[src/assert_macros.svh]
// Assertion macros shared by the retarget block's modules.
// Depends on nothing; users must have clk and rst_n in scope.
`ifndef ASSERT_MACROS_SVH
`define ASSERT_MACROS_SVH

// Checked only while out of reset.
`define WDR_ASSERT(lbl, prop, msg) \
  lbl: assert property (@(posedge clk) disable iff (!rst_n) prop) else $error(msg);

// Checked at every edge, reset included.
`define WDR_ASSERT_ALWAYS(lbl, prop, msg) \
  lbl: assert property (@(posedge clk) prop) else $error(msg);

`endif

[src/wdr_pkg.sv]
// Shared types and constants of the windowed difficulty retarget block.
// Depends on nothing; used by the controller, datapath, divider and top level.
package wdr_pkg;

  localparam int unsigned DEPTH_DEFAULT = 256;

  localparam int unsigned STAMP_W    = 40;
  localparam int unsigned TARGET_W   = 64;
  localparam int unsigned MODE_W     = 2;
  localparam int unsigned LEN_W      = 8;
  localparam int unsigned TIME_W     = 16;
  localparam int unsigned LIM_W      = 5;
  localparam int unsigned CFG_IDX_W  = 3;
  localparam int unsigned CFG_DATA_W = 16;

  // Internal arithmetic widths.
  localparam int unsigned ACC_W  = 104;  // sum times factor
  localparam int unsigned DIVR_W = 33;   // divisor T*c*c
  localparam int unsigned SUM_W  = 73;   // sum of window targets
  localparam int unsigned FACT_W = 30;   // clamped span plus damping term
  localparam int unsigned NT_W   = 24;   // N*T
  localparam int unsigned UP_W   = 29;   // L*N*T
  localparam int unsigned CC_W   = 17;   // c*c or N*(N+1)
  localparam int unsigned STEP_W = 7;    // divider step count

  localparam logic [MODE_W-1:0] MODE_MEDIAN = 2'd0;
  localparam logic [MODE_W-1:0] MODE_SIMPLE = 2'd1;
  localparam logic [MODE_W-1:0] MODE_DOUBLE = 2'd2;
  localparam logic [MODE_W-1:0] MODE_DAMPED = 2'd3;

  localparam logic [MODE_W-1:0] RST_MODE  = MODE_MEDIAN;
  localparam logic [LEN_W-1:0]  RST_LEN   = 8'd144;
  localparam logic [TIME_W-1:0] RST_TIME  = 16'd600;
  localparam logic [LIM_W-1:0]  RST_LIMIT = 5'd2;

  localparam logic [CFG_IDX_W-1:0] REG_MODE  = 3'd0;
  localparam logic [CFG_IDX_W-1:0] REG_LEN   = 3'd1;
  localparam logic [CFG_IDX_W-1:0] REG_TIME  = 3'd2;
  localparam logic [CFG_IDX_W-1:0] REG_LIMIT = 3'd3;

  // Sub-selects carried in the command index.
  localparam logic [2:0] MUL_NT   = 3'd0;
  localparam logic [2:0] MUL_UP   = 3'd1;
  localparam logic [2:0] MUL_CC   = 3'd2;
  localparam logic [2:0] MUL_DIV  = 3'd3;
  localparam logic [2:0] FB_FRONT = 3'd0;
  localparam logic [2:0] FB_BACK  = 3'd1;

  typedef enum logic [3:0] {
    OP_NOP,
    OP_WRITE,
    OP_CHECK,
    OP_MED_RD,
    OP_MED_SEL,
    OP_FB_RD,
    OP_SUM_RD,
    OP_ADD_NEW,
    OP_MUL,
    OP_DIV_LOW,
    OP_SPAN,
    OP_MAC,
    OP_ACC,
    OP_DIV_MAIN,
    OP_RES_OK,
    OP_RES_BAD
  } dp_op_t;

  typedef struct packed {
    dp_op_t     op;
    logic [2:0] idx;
  } dp_cmd_t;

  typedef struct packed {
    logic [MODE_W-1:0] mode;
    logic              hist_ok;
    logic              med_bad;
    logic              walk_last;
    logic              div_busy;
  } dp_stat_t;

endpackage

[src/wdr_ctrl.sv]
// Controller of the retarget block: sequences the datapath per item and
// owns the input and result handshakes. Depends on wdr_pkg and assert_macros.svh.
`include "assert_macros.svh"

module wdr_ctrl (
  input  logic               clk,
  input  logic               rst_n,
  input  logic               in_valid,
  output logic               in_ready,
  output logic               out_valid,
  input  logic               out_ready,
  output wdr_pkg::dp_cmd_t   cmd,
  input  wdr_pkg::dp_stat_t  stat
);
  import wdr_pkg::*;

  typedef enum logic [4:0] {
    S_IDLE, S_CHECK, S_MED_RD, S_MED_WAIT, S_MED_SEL, S_MED_CHK,
    S_FRONT, S_BACK, S_SUM, S_SUM_WAIT, S_ADD_NEW,
    S_MUL_NT, S_MUL_UP, S_MUL_CC, S_MUL_DIV,
    S_DLOW_GO, S_DLOW_WAIT, S_SPAN, S_MAC, S_ACC,
    S_DMAIN_GO, S_DMAIN_WAIT, S_LOAD_OK, S_LOAD_BAD
  } state_t;

  state_t     state_r, state_nxt;
  logic [2:0] cnt_r, cnt_nxt;
  logic       out_valid_r, out_valid_nxt;
  logic       can_load;

  // The result register may be refilled when empty or emptied this cycle.
  assign can_load = !out_valid_r || out_ready;

  always_comb begin
    state_nxt = state_r;
    cnt_nxt   = cnt_r;
    cmd.op    = OP_NOP;
    cmd.idx   = '0;
    case (state_r)
      S_IDLE: begin
        if (in_valid) begin
          cmd.op    = OP_WRITE;
          state_nxt = S_CHECK;
        end
      end
      S_CHECK: begin
        cmd.op  = OP_CHECK;
        cnt_nxt = '0;
        if (!stat.hist_ok) begin
          state_nxt = S_LOAD_BAD;
        end else if (stat.mode == MODE_MEDIAN) begin
          state_nxt = S_MED_RD;
        end else begin
          state_nxt = S_FRONT;
        end
      end
      S_MED_RD: begin
        cmd.op  = OP_MED_RD;
        cmd.idx = cnt_r;
        if (cnt_r == 3'd5) begin
          cnt_nxt   = '0;
          state_nxt = S_MED_WAIT;
        end else begin
          cnt_nxt = cnt_r + 3'd1;
        end
      end
      S_MED_WAIT: state_nxt = S_MED_SEL;
      S_MED_SEL: begin
        cmd.op    = OP_MED_SEL;
        state_nxt = S_MED_CHK;
      end
      S_MED_CHK: state_nxt = stat.med_bad ? S_LOAD_BAD : S_FRONT;
      S_FRONT: begin
        cmd.op    = OP_FB_RD;
        cmd.idx   = FB_FRONT;
        state_nxt = S_BACK;
      end
      S_BACK: begin
        cmd.op    = OP_FB_RD;
        cmd.idx   = FB_BACK;
        state_nxt = S_SUM;
      end
      S_SUM: begin
        cmd.op = OP_SUM_RD;
        if (stat.walk_last) begin
          state_nxt = S_SUM_WAIT;
        end
      end
      S_SUM_WAIT: state_nxt = (stat.mode == MODE_DOUBLE) ? S_ADD_NEW : S_MUL_NT;
      S_ADD_NEW: begin
        cmd.op    = OP_ADD_NEW;
        state_nxt = S_MUL_NT;
      end
      S_MUL_NT: begin
        cmd.op    = OP_MUL;
        cmd.idx   = MUL_NT;
        state_nxt = S_MUL_UP;
      end
      S_MUL_UP: begin
        cmd.op    = OP_MUL;
        cmd.idx   = MUL_UP;
        state_nxt = S_MUL_CC;
      end
      S_MUL_CC: begin
        cmd.op    = OP_MUL;
        cmd.idx   = MUL_CC;
        state_nxt = S_MUL_DIV;
      end
      S_MUL_DIV: begin
        cmd.op    = OP_MUL;
        cmd.idx   = MUL_DIV;
        state_nxt = S_DLOW_GO;
      end
      S_DLOW_GO: begin
        cmd.op    = OP_DIV_LOW;
        state_nxt = S_DLOW_WAIT;
      end
      S_DLOW_WAIT: begin
        if (!stat.div_busy) begin
          state_nxt = S_SPAN;
        end
      end
      S_SPAN: begin
        cmd.op    = OP_SPAN;
        cnt_nxt   = '0;
        state_nxt = S_MAC;
      end
      S_MAC: begin
        cmd.op    = OP_MAC;
        cmd.idx   = cnt_r;
        state_nxt = S_ACC;
      end
      S_ACC: begin
        cmd.op  = OP_ACC;
        cmd.idx = cnt_r;
        if (cnt_r == 3'd2) begin
          state_nxt = S_DMAIN_GO;
        end else begin
          cnt_nxt   = cnt_r + 3'd1;
          state_nxt = S_MAC;
        end
      end
      S_DMAIN_GO: begin
        cmd.op    = OP_DIV_MAIN;
        state_nxt = S_DMAIN_WAIT;
      end
      S_DMAIN_WAIT: begin
        if (!stat.div_busy) begin
          state_nxt = S_LOAD_OK;
        end
      end
      S_LOAD_OK: begin
        if (can_load) begin
          cmd.op    = OP_RES_OK;
          state_nxt = S_IDLE;
        end
      end
      S_LOAD_BAD: begin
        if (can_load) begin
          cmd.op    = OP_RES_BAD;
          state_nxt = S_IDLE;
        end
      end
      default: state_nxt = S_IDLE;
    endcase
  end

  always_comb begin
    if ((cmd.op == OP_RES_OK) || (cmd.op == OP_RES_BAD)) begin
      out_valid_nxt = 1'b1;
    end else if (out_ready) begin
      out_valid_nxt = 1'b0;
    end else begin
      out_valid_nxt = out_valid_r;
    end
  end

  always_ff @(posedge clk) begin
    if (!rst_n) begin
      state_r     <= S_IDLE;
      cnt_r       <= '0;
      out_valid_r <= 1'b0;
    end else begin
      state_r     <= state_nxt;
      cnt_r       <= cnt_nxt;
      out_valid_r <= out_valid_nxt;
    end
  end

  assign in_ready  = state_r == S_IDLE;
  assign out_valid = out_valid_r;

  `WDR_ASSERT(a_accept_starts, in_valid && in_ready |=> state_r == S_CHECK, "accepted item not started")
  `WDR_ASSERT(a_load_shows, ((state_r == S_LOAD_OK) || (state_r == S_LOAD_BAD)) && can_load |=> out_valid_r, "result not presented")
  `WDR_ASSERT_ALWAYS(a_reset_empty, !rst_n |=> !out_valid_r, "result valid after reset")

endmodule

[config.mk]
export PLATFORM = sky130hd
export DESIGN_NAME = wdr_ctrl
export DESIGN_NICKNAME = d
export VERILOG_FILES = /design/src/wdr_pkg.sv /design/src/wdr_ctrl.sv
export VERILOG_INCLUDE_DIRS = /design/src /design/src/src
export SDC_FILE = /design/constraint.sdc
export NUM_CORES = 1
export LEC_CHECK = 0
export ABC_AREA = 1
export CORE_MARGIN = 4
export CORE_UTILIZATION = 60
export CTS_BUF_LIST = sky130_fd_sc_hd__clkbuf_8 sky130_fd_sc_hd__clkbuf_16
export CTS_CLUSTER_SIZE = 14
export DETAILED_ROUTE_END_ITERATION = 10
export DONT_BUFFER_PORTS = 1
export GPL_ROUTABILITY_DRIVEN = 0
export GPL_TIMING_DRIVEN = 0
export PLACE_DENSITY = 0.81
export SLEW_MARGIN = 40
export SYNTH_ARGS = -nofsm -noshare
export SYNTH_HDL_FRONTEND = slang
export SYNTH_SLANG_ARGS = --single-unit
[constraint.sdc]
create_clock -name clk -period 2.1 [get_ports clk]
set_clock_uncertainty 0.2 [all_clocks]
set_input_delay 0.21 -clock clk [delete_from_list [all_inputs] [get_ports clk]]
set_output_delay 0.21 -clock clk [all_outputs]
set_load 0.01 [all_outputs]
==> impl_metrics.json <==
{
  "outcome": "completed",
  "vdd_ir_drop_max_mv": 0.710,
  "die_height_um": 49.5,
  "worst_hold_path_type": "primary input to flip-flop",
  "fin_area_sq_mm": 0.00111,
  "gr-total-overflow": 0,
  "yosys.area.top_type": "dfxtp_1",
  "r2r-end": "state_r[0]",
  "finalNetCount": 206,
  "synth-seq-area-share_pct": 17.5,
  "rsz0062_at_grt": "false",
  "report.final.slew_viol_count": 0,
  "path_depth": 5,
  "clk_pin_slew_ns": 0.05,
  "synth_area_sq_mm": 0.00103,
  "antenna_cells": 0,
  "fin_tns_setup_ns": 0,
  "drive_above_1_share_pct": 16.7,
  "placed_cells": 203,
  "whs_ns": 0.00853,
  "path_max_fanout": 6,
  "synth_seq_cells": 9,
  "cp_slowest_cell": "dfxtp_1",
  "drt-initial-drc-count": 58,
  "dr.pass1.iters": 4,
  "cts_sinks": 9,
  "clk-insertion-delay-late_ns": 0.24,
  "final_cell_count_no_fill": 208,
  "fp.coreArea_sq_mm": 0.00156,
  "synth_warnings": 0,
  "syn-num-nets": 200,
  "post_drt_via_cell_ratio": 5.78,
  "grt_pass1_wl_um": 4660,
  "num_io_pins": 19,
  "holdPathEnd": "out_valid",
  "p_int_uw": 617,
  "critPathKind": "flip-flop to output port",
  "syn_avg_cell_area_sq_um": 5.51,
  "r2r_setup_slack_ns": 0.34,
  "setup_viol": 0,
  "fin_crit_sh_pct": 94.0,
  "max_slew_margin_pct": 72.9,
  "reg2reg_from": "state_r[1]",
  "antenna_found_initial": 0,
  "startpoint_type": "flip-flop",
  "wirelength_um": 2690,
  "crit_arrival_ns": 1.56,
  "die_area_sq_mm": 0.00245,
  "maxCapViolations": 0,
  "p_switching_uw": 739,
  "grt_max_degree": 11,
  "p_seq_share_pct": 20.5,
  "p_clk_share_pct": 15.0,
  "num_rows": 14,
  "post_cts_buffers": 0,
  "max_stage_delay_ns": 0.38,
  "start_util_pct": 66.1,
  "p_leak_uw": 0.000538,
  "drc_errors": 0,
  "powerDensity_mw_per_mm2": 1220,
  "cts_root_buffer": "clkbuf_8",
  "syn_to_final_growth_pct": 7.40,
  "swShare_pct": 54.5,
  "tightest_slew_ns": 0.402,
  "htree_levels": 1,
  "min-delay-start": "out_ready",
  "cts_buffers": 3,
  "synth_top_cell_area_share_pct": 17.5,
  "hold_viol_final": 0,
  "critPathRequiredTime_ns": 1.69,
  "vias": 1203,
  "clock_path_buffers": 2,
  "hold_depth": 3,
  "fp.dieW_um": 49.5,
  "cts_tree": "yes",
  "io_buffers": 0,
  "post_dp_cell_area_sq_mm": 0.00105,
  "pwr-share-comb_pct": 64.5,
  "hpwl_um": 2120,
  "crit_family": "simple AND/OR/NAND/NOR gates",
  "reg2reg_depth": 9,
  "path_buf_inv": 0,
  "first_global_vias": 1036,
  "drtAntennaViolNets": 0,
  "cp-end-kind": "output port",
  "synthTopCellsByArea": "dfxtp_1 17%, nand2_1 17%, nor2_1 14%",
  "period_minus_slack_ns": 1.97,
  "groute.usage.overall_pct": 24.3,
  "crit_chain": "nor2_4, nand2_1, nor2_2, nor2_1, o21ai_0",
  "wl_per_cell_um": 12.9,
  "synthCells": 187,
  "max_freq_mhz": 506,
  "synth.distinct_cells": 23
}
## repair_timing
action / 4_1_cts / 5_1_grt
endpoints found under the setup margin: 0 / 3
hold buffers: 1 / 0
gates resized for setup: 0 / 1
hold endpoints to repair: 1 / 0
## routing by layer
layer | GRT usage, % | vias up | share of wire, %
met4 | 9.68 | 0 | 1.7
li1 | - | 611 | -
met3 | 6.63 | 6 | 9.6
met1 | 30.1 | 525 | 42
met2 | 39.7 | 61 | 46
met5 | 0 | - | 0
## per-stage QoR
| step | total power (uW) | util [%] | worst slack [ns] |
|---|---|---|---|
| after detailed placement | 1130 | 67.4 | 0.341 |
| final | 1360 | 71.0 | 0.125 |
| after global routing | 1490 | 71.0 | 0.0106 |
| after global placement | 1120 | 67.4 | 0.381 |
| after CTS | 1350 | 70.9 | 0.120 |
| after floorplan | 968 | - | 0.541 |
## flip-flops by register name, indices dropped and copies added (netlist names)
signal and flops:
cnt_r 3, state_r 5, out_valid 1
## area by class of cell
cell class	instances	area, sq um
fillers	155	452
flip-flops and latches	9	181
multi-input cells	150	741
repair buffers	1	10.0
well taps	16	20.0
clock inverters	1	3.75
inverters	26	97.6
plain buffers	2	12.5
clock buffers	3	41.3
## cell families after synthesis
logic type / count (synthesis) / synth area share [%]
flops: 9 / 17.5
compound gates: 24 / 13.5
fa+ha+maj: 3 / 3.64
buf+inv: 28 / 10.7
simple gates: 123 / 54.7
## tightest hold or removal path: cells and delay by family
family	cells	cell delay, ns
simple gates	1	0.04
buf+inv	1	0.08
compound gates	1	0.07
## cells in the final DEF (no fill, tap or decap)
cell type	count
o31ai_1	1
nand2_1	46
inv_2	8
inv_1	19
nor2_1	39
a21oi_1	9
clkbuf_8	3
dfxtp_2	1
buf_2	1
nand3_2	4
o2111ai_1	2
o21ai_1	2
o21a_1	1
nand4_1	3
o21ai_0	7
buf_4	1
nor2_4	3
ha_1	3
nor3_1	3
nor2_2	6
a211oi_1	1
nand3_1	15
dfxtp_1	8
nand2_2	4
dlygate4sd3_1	1
a21oi_2	1
## power by group through the flow
stage	Clock [uW]	Sequential [uW]	Combinational, uW
after detailed placement	0	279	853
after global routing	221	284	986
after global placement	0	274	848
final	204	277	875
after floorplan	0	265	703
after CTS	209	276	862
## worst max path at each step
| stage | startpoint | end |
|---|---|---|
| 2_1_floorplan | state_r[1] | state_r[0] |
| 3_3_place_gp | state_r[1] | state_r[2] |
| 3_5_place_dp | state_r[1] | state_r[0] |
| 4_1_cts | state_r[3] | cmd[0] |
| 5_1_grt | state_r[2] | cmd[0] |
| 6_report | state_r[2] | cmd[0] |
## synth_stat cells
cell and number:
nand2_1 46, nor2_1 39, inv_1 18, nand3_1 15
a21oi_1 9, dfxtp_1 9, inv_2 8, o21ai_0 7
nor2_2 6, nand2_2 4, nand3_2 4, ha_1 3
nand4_1 3, nor2_4 3, nor3_1 3, o2111ai_1 2
o21ai_1 2, a211oi_1 1, a21oi_2 1, buf_2 1
buf_4 1, o21a_1 1, o31ai_1 1
(Power assumes the default switching activity.)
